File: config.mk
export PLATFORM = sky130hd
export DESIGN_NAME = rounded_border_pixel_generator
export DESIGN_NICKNAME = d
export VERILOG_FILES = /design/src/design/rbpg_pkg.sv /design/src/design/rbpg_csr.sv /design/src/design/rbpg_pipe.sv /design/src/design/rounded_border_pixel_generator.sv
export VERILOG_INCLUDE_DIRS = /design/src /design/src/design
export SDC_FILE = /design/constraint.sdc
export NUM_CORES = 2
export LEC_CHECK = 0
export BUFFER_PORTS_ARGS = -buffer_cell sky130_fd_sc_hd__buf_2
export CAP_MARGIN = 20
export CORE_MARGIN = 3
export CORE_UTILIZATION = 55
export CTS_BUF_LIST = sky130_fd_sc_hd__clkbuf_8
export DETAILED_ROUTE_END_ITERATION = 10
export PLACE_DENSITY = 0.7
export SLEW_MARGIN = 20
export SYNTH_ARGS = -nofsm -noshare
export SYNTH_HDL_FRONTEND = slang
export SYNTH_HIERARCHICAL = 1
export SYNTH_SLANG_ARGS = --single-unit
File: constraint.sdc
create_clock -name clock -period 9.65 [get_ports clock]
set_input_delay 0.965 -clock clock [delete_from_list [all_inputs] [get_ports clock]]
set_output_delay 0.965 -clock clock [all_outputs]
set_load 0.05 [all_outputs]
File: src/design/rounded_border_pixel_generator_assert.svh
// Assertion macros shared by the rounded border pixel generator modules.
`ifndef ROUNDED_BORDER_PIXEL_GENERATOR_ASSERT_SVH
`define ROUNDED_BORDER_PIXEL_GENERATOR_ASSERT_SVH

`ifndef ASSERT_OFF

`define ASSERT_IMPLY(label, clk, rst, ante, cons, msg) \
   label: assert property (@(posedge clk) disable iff (rst) (ante) |-> (cons)) \
      else $error(msg);

`define ASSERT_NEXT(label, clk, rst, ante, cons, msg) \
   label: assert property (@(posedge clk) disable iff (rst) (ante) |=> (cons)) \
      else $error(msg);

`else

`define ASSERT_IMPLY(label, clk, rst, ante, cons, msg)

`define ASSERT_NEXT(label, clk, rst, ante, cons, msg)

`endif

`endif

File: src/design/rbpg_pkg.sv
// Types and constants shared by the rounded border pixel generator modules.
package rbpg_pkg;

   typedef enum logic [3:0] {
      CSR_FRAME_WIDTH    = 4'd0,
      CSR_FRAME_HEIGHT   = 4'd1,
      CSR_BAND_THICKNESS = 4'd2,
      CSR_OPACITY        = 4'd3,
      CSR_ROUNDED_MODE   = 4'd4,
      CSR_CUSTOM_ENABLE  = 4'd5,
      CSR_CUSTOM_COLOR   = 4'd6,
      CSR_ACCENT_COLOR   = 4'd7
   } csr_index_type;

   localparam int CSR_INDEX_WIDTH = 4;
   localparam int CSR_DATA_WIDTH  = 32;

   localparam logic [13:0] FRAME_WIDTH_RESET  = 14'd1;
   localparam logic [13:0] FRAME_HEIGHT_RESET = 14'd1;
   localparam logic [7:0]  THICKNESS_RESET    = 8'd4;
   localparam logic [6:0]  OPACITY_RESET      = 7'd100;
   localparam logic [6:0]  OPACITY_FULL       = 7'd100;

   // 5243 / 2^19 approximates 1/100 closely enough for values up to 100*255.
   localparam logic [12:0] ALPHA_RECIP = 13'd5243;
   localparam int          ALPHA_SHIFT = 19;

   // Cycles the derived configuration needs to settle after a register write.
   localparam logic [1:0] SETTLE_CYCLES = 2'd3;

   // Configuration values prepared for the pixel pipeline.
   typedef struct packed {
      logic [13:0]        width;
      logic [13:0]        height;
      logic [7:0]         thick;
      logic [9:0]         lo;
      logic signed [15:0] w_mt;
      logic signed [15:0] h_mt;
      logic signed [15:0] hx;
      logic signed [15:0] hy;
      logic [17:0]        rad_sq;
      logic               rounded;
      logic [31:0]        pixel;
   } cfg_derived_type;

endpackage

File: src/design/rbpg_csr.sv
// Configuration registers and the values derived from them for the pixel pipeline.
`include "rounded_border_pixel_generator_assert.svh"

module rbpg_csr #(
   parameter int MAX_DIMENSION = 8192
) (
   input  logic                                   clock,
   input  logic                                   reset,
   input  logic                                   csr_valid,
   input  logic [rbpg_pkg::CSR_INDEX_WIDTH-1:0]   csr_index,
   input  logic [rbpg_pkg::CSR_DATA_WIDTH-1:0]    csr_wdata,
   output logic                                   csr_ready,
   output logic                                   busy,
   output rbpg_pkg::cfg_derived_type              cfg
);
   import rbpg_pkg::*;

   localparam logic [16:0] MaxDim = 17'(MAX_DIMENSION);

   logic [13:0] frame_width_ff, frame_width_in;
   logic [13:0] frame_height_ff, frame_height_in;
   logic [7:0]  thick_ff, thick_in;
   logic [6:0]  opacity_ff, opacity_in;
   logic        rounded_ff, rounded_in;
   logic        custom_en_ff, custom_en_in;
   logic [23:0] custom_color_ff, custom_color_in;
   logic [23:0] accent_color_ff, accent_color_in;
   logic [1:0]  settle_ff, settle_in;

   logic        wr;
   logic [13:0] w_sat, h_sat;
   logic [9:0]  lo;
   logic [8:0]  rad;
   logic [6:0]  pct;
   logic [14:0] pct_x255;
   logic [26:0] alpha_prod;
   logic [7:0]  alpha_ff, alpha_in;
   logic [23:0] color;
   logic [15:0] chan_prod_ff [3];
   logic [15:0] chan_prod_in [3];
   logic [31:0] pixel_ff, pixel_in;
   cfg_derived_type geom_ff, geom_in;

   function automatic logic [7:0] div255(input logic [15:0] p);
      logic [16:0] s;
      s = 17'(p) + 17'(p[15:8]) + 17'd1;
      return s[15:8];
   endfunction

   assign csr_ready = 1'b1;
   assign wr        = csr_valid && csr_ready;
   assign busy      = (settle_ff != 2'd0);

   always_comb begin
      frame_width_in  = frame_width_ff;
      frame_height_in = frame_height_ff;
      thick_in        = thick_ff;
      opacity_in      = opacity_ff;
      rounded_in      = rounded_ff;
      custom_en_in    = custom_en_ff;
      custom_color_in = custom_color_ff;
      accent_color_in = accent_color_ff;
      if (wr) begin
         unique case (csr_index_type'(csr_index))
            CSR_FRAME_WIDTH:    frame_width_in  = csr_wdata[13:0];
            CSR_FRAME_HEIGHT:   frame_height_in = csr_wdata[13:0];
            CSR_BAND_THICKNESS: thick_in        = csr_wdata[7:0];
            CSR_OPACITY:        opacity_in      = csr_wdata[6:0];
            CSR_ROUNDED_MODE:   rounded_in      = csr_wdata[0];
            CSR_CUSTOM_ENABLE:  custom_en_in    = csr_wdata[0];
            CSR_CUSTOM_COLOR:   custom_color_in = csr_wdata[23:0];
            CSR_ACCENT_COLOR:   accent_color_in = csr_wdata[23:0];
            default: ;
         endcase
      end
   end

   always_comb begin
      if (wr) begin
         settle_in = SETTLE_CYCLES;
      end else if (settle_ff != 2'd0) begin
         settle_in = settle_ff - 2'd1;
      end else begin
         settle_in = settle_ff;
      end
   end

   // Frame geometry; corner circle centers lie three thicknesses in from each edge.
   always_comb begin
      w_sat = ({3'b0, frame_width_ff} > MaxDim) ? MaxDim[13:0] : frame_width_ff;
      h_sat = ({3'b0, frame_height_ff} > MaxDim) ? MaxDim[13:0] : frame_height_ff;
      lo    = {1'b0, thick_ff, 1'b0} + {2'b0, thick_ff};
      rad   = {thick_ff, 1'b0};
      geom_in.width   = w_sat;
      geom_in.height  = h_sat;
      geom_in.thick   = thick_ff;
      geom_in.lo      = lo;
      geom_in.w_mt    = $signed({2'b0, w_sat}) - $signed({8'b0, thick_ff});
      geom_in.h_mt    = $signed({2'b0, h_sat}) - $signed({8'b0, thick_ff});
      geom_in.hx      = $signed({2'b0, w_sat}) - $signed({6'b0, lo});
      geom_in.hy      = $signed({2'b0, h_sat}) - $signed({6'b0, lo});
      geom_in.rad_sq  = 18'(rad) * 18'(rad);
      geom_in.rounded = rounded_ff;
      geom_in.pixel   = pixel_ff;
   end

   // Alpha, then the premultiplied color, over three register stages.
   always_comb begin
      pct        = (opacity_ff > OPACITY_FULL) ? OPACITY_FULL : opacity_ff;
      pct_x255   = {pct, 8'b0} - {8'b0, pct};
      alpha_prod = 27'(pct_x255) * 27'(ALPHA_RECIP);
      alpha_in   = alpha_prod[ALPHA_SHIFT+7:ALPHA_SHIFT];
      color      = custom_en_ff ? custom_color_ff : accent_color_ff;
      for (int i = 0; i < 3; i++) begin
         chan_prod_in[i] = 16'(color[8*i +: 8]) * 16'(alpha_ff);
      end
      pixel_in = {alpha_ff, div255(chan_prod_ff[0]), div255(chan_prod_ff[1]),
                  div255(chan_prod_ff[2])};
   end

   always_ff @(posedge clock) begin
      if (reset) begin
         frame_width_ff  <= FRAME_WIDTH_RESET;
         frame_height_ff <= FRAME_HEIGHT_RESET;
         thick_ff        <= THICKNESS_RESET;
         opacity_ff      <= OPACITY_RESET;
         rounded_ff      <= 1'b0;
         custom_en_ff    <= 1'b0;
         custom_color_ff <= '0;
         accent_color_ff <= '0;
         settle_ff       <= SETTLE_CYCLES;
      end else begin
         frame_width_ff  <= frame_width_in;
         frame_height_ff <= frame_height_in;
         thick_ff        <= thick_in;
         opacity_ff      <= opacity_in;
         rounded_ff      <= rounded_in;
         custom_en_ff    <= custom_en_in;
         custom_color_ff <= custom_color_in;
         accent_color_ff <= accent_color_in;
         settle_ff       <= settle_in;
      end
   end

   always_ff @(posedge clock) begin
      alpha_ff     <= alpha_in;
      chan_prod_ff <= chan_prod_in;
      pixel_ff     <= pixel_in;
      geom_ff      <= geom_in;
   end

   assign cfg = geom_ff;

   `ASSERT_NEXT(a_write_holds_off, clock, reset, wr, busy, "no hold-off after a register write")
   `ASSERT_IMPLY(a_channels_below_alpha, clock, reset, !busy, (pixel_ff[23:16] <= pixel_ff[31:24]) && (pixel_ff[15:8] <= pixel_ff[31:24]) && (pixel_ff[7:0] <= pixel_ff[31:24]), "premultiplied channel exceeds alpha")

endmodule

File: src/design/rbpg_pipe.sv
// Pixel pipeline: input register, band and corner tests with squares, result register.
`include "rounded_border_pixel_generator_assert.svh"

module rbpg_pipe (
   input  logic                       clock,
   input  logic                       reset,
   input  logic                       in_valid,
   input  logic [12:0]                in_x,
   input  logic [12:0]                in_y,
   input  rbpg_pkg::cfg_derived_type  cfg,
   output logic                       out_valid,
   output logic [31:0]                out_argb
);
   import rbpg_pkg::*;

   logic        s1_valid_ff;
   logic [12:0] s1_x_ff, s1_y_ff;

   logic        s2_valid_ff;
   logic        s2_draw_ff, s2_draw_in;
   logic        s2_lt_ff, s2_lt_in, s2_rt_ff, s2_rt_in;
   logic        s2_lb_ff, s2_lb_in, s2_rb_ff, s2_rb_in;
   logic [27:0] sq_xl_ff, sq_xl_in, sq_xr_ff, sq_xr_in;
   logic [27:0] sq_yt_ff, sq_yt_in, sq_yb_ff, sq_yb_in;

   logic        rsp_valid_ff;
   logic [31:0] rsp_argb_ff, rsp_argb_in;

   logic signed [15:0] xs, ys, lo_s;
   logic signed [15:0] dx_l, dx_r, dy_t, dy_b;
   logic signed [31:0] p_xl, p_xr, p_yt, p_yb;
   logic               in_frame, band, left, right, top, bottom;
   logic [28:0]        d_lt, d_rt, d_lb, d_rb, r2;
   logic               clip;

   logic               rsp_drawn, rsp_alpha_ok, s2_skip;

   // Stage one: frame and band tests, distances to the corner centers and their squares.
   always_comb begin
      xs       = $signed({3'b0, s1_x_ff});
      ys       = $signed({3'b0, s1_y_ff});
      lo_s     = $signed({6'b0, cfg.lo});
      in_frame = ({1'b0, s1_x_ff} < cfg.width) && ({1'b0, s1_y_ff} < cfg.height);
      band     = (s1_x_ff < {5'b0, cfg.thick}) || (xs >= cfg.w_mt) ||
                 (s1_y_ff < {5'b0, cfg.thick}) || (ys >= cfg.h_mt);
      left   = s1_x_ff < {3'b0, cfg.lo};
      top    = s1_y_ff < {3'b0, cfg.lo};
      right  = xs >= cfg.hx;
      bottom = ys >= cfg.hy;
      dx_l   = xs - lo_s;
      dx_r   = xs - cfg.hx;
      dy_t   = ys - lo_s;
      dy_b   = ys - cfg.hy;
      p_xl   = dx_l * dx_l;
      p_xr   = dx_r * dx_r;
      p_yt   = dy_t * dy_t;
      p_yb   = dy_b * dy_b;
      sq_xl_in   = p_xl[27:0];
      sq_xr_in   = p_xr[27:0];
      sq_yt_in   = p_yt[27:0];
      sq_yb_in   = p_yb[27:0];
      s2_draw_in = in_frame && band;
      s2_lt_in   = cfg.rounded && left && top;
      s2_rt_in   = cfg.rounded && right && top;
      s2_lb_in   = cfg.rounded && left && bottom;
      s2_rb_in   = cfg.rounded && right && bottom;
   end

   // Stage two: a band pixel is clipped if any corner square it lies in puts it
   // outside that corner's circle.
   always_comb begin
      d_lt = {1'b0, sq_xl_ff} + {1'b0, sq_yt_ff};
      d_rt = {1'b0, sq_xr_ff} + {1'b0, sq_yt_ff};
      d_lb = {1'b0, sq_xl_ff} + {1'b0, sq_yb_ff};
      d_rb = {1'b0, sq_xr_ff} + {1'b0, sq_yb_ff};
      r2   = {11'b0, cfg.rad_sq};
      clip = (s2_lt_ff && (d_lt > r2)) || (s2_rt_ff && (d_rt > r2)) ||
             (s2_lb_ff && (d_lb > r2)) || (s2_rb_ff && (d_rb > r2));
      rsp_argb_in = (s2_draw_ff && !clip) ? cfg.pixel : '0;
   end

   always_ff @(posedge clock) begin
      if (reset) begin
         s1_valid_ff  <= 1'b0;
         s2_valid_ff  <= 1'b0;
         rsp_valid_ff <= 1'b0;
      end else begin
         s1_valid_ff  <= in_valid;
         s2_valid_ff  <= s1_valid_ff;
         rsp_valid_ff <= s2_valid_ff;
      end
   end

   always_ff @(posedge clock) begin
      s1_x_ff     <= in_x;
      s1_y_ff     <= in_y;
      s2_draw_ff  <= s2_draw_in;
      s2_lt_ff    <= s2_lt_in;
      s2_rt_ff    <= s2_rt_in;
      s2_lb_ff    <= s2_lb_in;
      s2_rb_ff    <= s2_rb_in;
      sq_xl_ff    <= sq_xl_in;
      sq_xr_ff    <= sq_xr_in;
      sq_yt_ff    <= sq_yt_in;
      sq_yb_ff    <= sq_yb_in;
      rsp_argb_ff <= rsp_argb_in;
   end

   assign out_valid = rsp_valid_ff;
   assign out_argb  = rsp_argb_ff;

   assign rsp_drawn    = rsp_valid_ff && (rsp_argb_ff != '0);
   assign rsp_alpha_ok = (rsp_argb_ff[31:24] == cfg.pixel[31:24]);
   assign s2_skip      = s2_valid_ff && !s2_draw_ff;

   `ASSERT_IMPLY(a_rsp_follows_req, clock, reset, rsp_valid_ff, $past(in_valid, 3), "orphan result")
   `ASSERT_IMPLY(a_alpha_matches, clock, reset, rsp_drawn, rsp_alpha_ok, "wrong alpha on a drawn pixel")
   `ASSERT_NEXT(a_undrawn_is_zero, clock, reset, s2_skip, rsp_argb_ff == '0, "undrawn pixel not zero")

endmodule

File: src/design/rounded_border_pixel_generator.sv
// Top level of the rounded border pixel generator.
//
// A pixel coordinate is taken on req_pixel_x / req_pixel_y with start; the transfer
// happens at a rising edge where start is high and busy is low. The premultiplied
// ARGB value of that pixel passes the input, stage-two and result registers and
// appears on rsp_argb_value, marked by rsp_valid for exactly one cycle. While busy
// is low a new pixel can be taken every cycle, so a full frame streams at one pixel
// per clock; results leave in order. The receiver cannot stall: each result must be
// taken in its one valid cycle. Registers are written through the csr_ channel,
// whose ready is always high. After a register write, and after reset, busy stays
// high while the derived alpha, premultiplied color and corner geometry are
// recomputed. The color takes four register stages; a new pixel reads the geometry
// in stage one and the color in stage two. Writes are expected only while no pixel
// is in flight. Reset is synchronous and loads the register defaults: a 1 x 1 frame,
// a band of four pixels, full opacity, square corners and the accent color (zero).
// Frame dimensions saturate at MAX_DIMENSION.
module rounded_border_pixel_generator #(
   parameter int MAX_DIMENSION = 8192
) (
   input  logic                                   clock,
   input  logic                                   reset,
   input  logic                                   start,
   output logic                                   busy,
   input  logic [12:0]                            req_pixel_x,
   input  logic [12:0]                            req_pixel_y,
   output logic                                   rsp_valid,
   output logic [31:0]                            rsp_argb_value,
   input  logic                                   csr_valid,
   output logic                                   csr_ready,
   input  logic [rbpg_pkg::CSR_INDEX_WIDTH-1:0]   csr_index,
   input  logic [rbpg_pkg::CSR_DATA_WIDTH-1:0]    csr_wdata
);
   import rbpg_pkg::*;

   cfg_derived_type cfg;
   logic            accept;

   assign accept = start && !busy;

   rbpg_csr #(
      .MAX_DIMENSION (MAX_DIMENSION)
   ) u_csr (
      .clock     (clock),
      .reset     (reset),
      .csr_valid (csr_valid),
      .csr_index (csr_index),
      .csr_wdata (csr_wdata),
      .csr_ready (csr_ready),
      .busy      (busy),
      .cfg       (cfg)
   );

   rbpg_pipe u_pipe (
      .clock     (clock),
      .reset     (reset),
      .in_valid  (accept),
      .in_x      (req_pixel_x),
      .in_y      (req_pixel_y),
      .cfg       (cfg),
      .out_valid (rsp_valid),
      .out_argb  (rsp_argb_value)
   );

endmodule

==> qor.csv <==
stage;metric;value;unit
detailed_routing;drt-initial-drc-count;2382;
clock_tree;htree_num_levels;3;
sta;timing.fmax;111;MHz
critical_path;start_kind;flop;
sta;relSlewSlack;0.210;
logic_synthesis;syn_area;65400;sq um
critical_path;cpPeakStageDelay;540;ps
floorplanning;coreArea;117000;sq um
detailed_routing;antenna_left;0;
logic_synthesis;syn-mean-instance-area;9.05;sq um
clock_tree;cts_buffers;91;
outcome;status;finished clean;
logic_synthesis;ys_warn_count;6;
global_route;grt_pass1_wl;267000;microns
run;max-cap-violations;0;
critical_path;crit_arrival;9580;ps
clock_tree;clockBufferDepth;3;
detailed_routing;via_per_inst;5.41;
sta;setup_viol;0;
detailed_routing;post-route-drc-count;0;
clock_tree;cts_tree;done;
logic_synthesis;synthArstFlopShare;0;
sta;fin_crit_sh;0.931;
global_route;grt_max_degree;98;
sta;finalHoldViolCount;0;
placement;port_buffers;91;
clock_tree;clk_pin_slew;60;ps
global_route;grt_usage;0.274;
floorplanning;io_pins;101;
final_layout;synthToLayoutAreaGrowth;6.74;%
detailed_routing;first_pass_iters;5;
detailed_routing;num_vias;48400;
sta;skew;73.4;ps
floorplanning;dieHeight;351;microns
global_route;grt_pass1_vias;51400;
final_layout;layout_common_cells;inv_1 (1,535), fa_1 (972), ha_1 (870);
logic_synthesis;synthFlopType;dfxtp_1;
clock_tree;clk_latency;780;ps
detailed_routing;routed_wl;163000;microns
logic_synthesis;synth_cell_types;95;
sta;rsz0062_at_grt;no;
critical_path;crit_top_cell;fa_1;
critical_path;end_kind;flop;
logic_synthesis;synth-seq-cells;507;
global_route;antenna_found_initial;8;
clock_tree;postCtsSetupBuffers;0;
placement;gp_congestion;0.951;
final_layout;final_common_cell;inv_1;
detailed_routing;wl_per_cell;18.2;microns
placement;dp_hpwl;136000;microns
sta;worst_pin_slew;1180;ps
clock_tree;cts_sinks;507;
clock_tree;clock-root-buffer;clkbuf_8;
logic_synthesis;synth-edff-count;0;
worst_hold_path;worstHoldPathType;input pin to flop;
logic_synthesis;yosysSeqAreaShare;0.155;
critical_path;cp_slowest_cell;dfxtp_1;
sta;maxSlewViolCount;0;
final_layout;nets;9261;
floorplanning;dieArea;123000;sq um
global_route;gr-total-overflow;0;
logic_synthesis;syn_inst;7227;
sta;period_needed;8980;ps
floorplanning;start_util;0.558;
sta;tns;0;ps
floorplanning;dieWidth;351;microns
critical_path;critPathKind;flop to flop;
critical_path;cp_data_required_time;10240;ps
final_layout;drive_above_1_share;0.0583;
critical_path;rrSetupSlack;670;ps
critical_path;path_max_fanout;7;
floorplanning;floorplan.rows;125;
critical path: cells and delay by family, from the launching register on:
kind / cells / cell delay (ps)
flops: 1 / 540
fa+ha+maj: 8 / 3720
compound gates: 14 / 2810
simple gates: 5 / 1080
buf+inv: 5 / 480
mux: 1 / 220
area by class of cell:
cell class,instances,area (sq um)
flip-flops and latches,507,10100
repair buffers,171,1060
well taps,1524,1910
fillers,10200,47300
inverters,1537,5770
clock buffers,108,1490
clock inverters,53,533
multi-input cells,5045,48900
diodes,5,12.5
synthesized netlist by cell type (all sizes together) (96+ instances only):
cell type	instances	area share
clkbuf	119	0.0068
xor2	96	0.013
nand3	110	0.0084
inv	1517	0.087
dfxtp	507	0.16
xnor2	254	0.034
nor2b	143	0.014
a21o	102	0.012
nand2	566	0.032
nor3	133	0.012
nor2	535	0.031
ha	870	0.17
fa	972	0.30
a21oi	287	0.022
o21ai	180	0.014
cell families (layout without fill, tap and decap cells):
group	after synthesis	in the layout	synth area share
simple gates	1868	1868	0.136
flops	507	507	0.155
compound gates	912	912	0.0899
other cells	4	16	0.000229
mux	61	61	0.00968
fa+ha+maj	1842	1842	0.464
xor+xnor	351	351	0.0472
buf+inv	1682	1869	0.0978
state kept, by name, summed over array words and instances, names as in the netlist, 2 cells and up:
name                   cells
u_csr/custom_color_ff     24
u_pipe/sq_yt_ff           27
u_pipe/sq_xl_ff           27
u_pipe/s1_y_ff            13
u_csr/cfg                150
u_csr/alpha_ff             8
u_pipe/sq_yb_ff           27
u_csr/opacity_ff           7
u_pipe/out_argb           32
u_pipe/sq_xr_ff           27
u_csr/chan_prod_ff        48
u_csr/thick_ff             8
u_csr/pixel_ff            32
u_csr/settle_ff            2
u_csr/frame_width_ff      14
u_csr/frame_height_ff     14
u_pipe/s1_x_ff            13
u_csr/accent_color_ff     24
repair_timing:
action	4_1_cts	5_1_grt
hold buffers	0	0
gates resized for setup	0	3
endpoints found under the hold margin	0	0
endpoints found under the setup margin	0	2
routing by layer:
metal  share of wire  track usage
met5         0.00019            0
met1            0.43        0.356
met3           0.053       0.0374
met2            0.49        0.476
met4           0.031       0.0797
path summary, 6_finish.rpt:
check,end,cells after the start,startpoint
worst min register to register,u_csr/cfg[23]$_DFF_P_,0,u_csr/pixel_ff[23]$_DFF_P_
worst min-delay path,u_pipe/s1_y_ff[3]$_DFF_P_,1,req_pixel_y[3]
worst max-delay path,u_pipe/sq_xr_ff[25]$_DFF_P_,33,u_pipe/s1_x_ff[1]$_DFF_P_
worst max register to register,u_pipe/sq_xr_ff[25]$_DFF_P_,33,u_pipe/s1_x_ff[1]$_DFF_P_
stage by stage:
stage / instances / hold slack (ps) / setup slack (ps) / cell area, sq um / utilization
finish: 8950 / 291 / 666 / 69800 / 0.596
global route: 8947 / 246 / 7.00 / 69800 / 0.596
detailed placement: 8784 / 312 / 363 / 67800 / 0.579
global placement: 8784 / 310 / 576 / 67800 / 0.579
floorplan: 7234 / 310 / 1400 / 65400 / -
CTS: 8945 / 233 / 257 / 69800 / 0.596
Power is not shown: default switching activity piles up to over one toggle a cycle in this logic, so the estimate is an artifact.
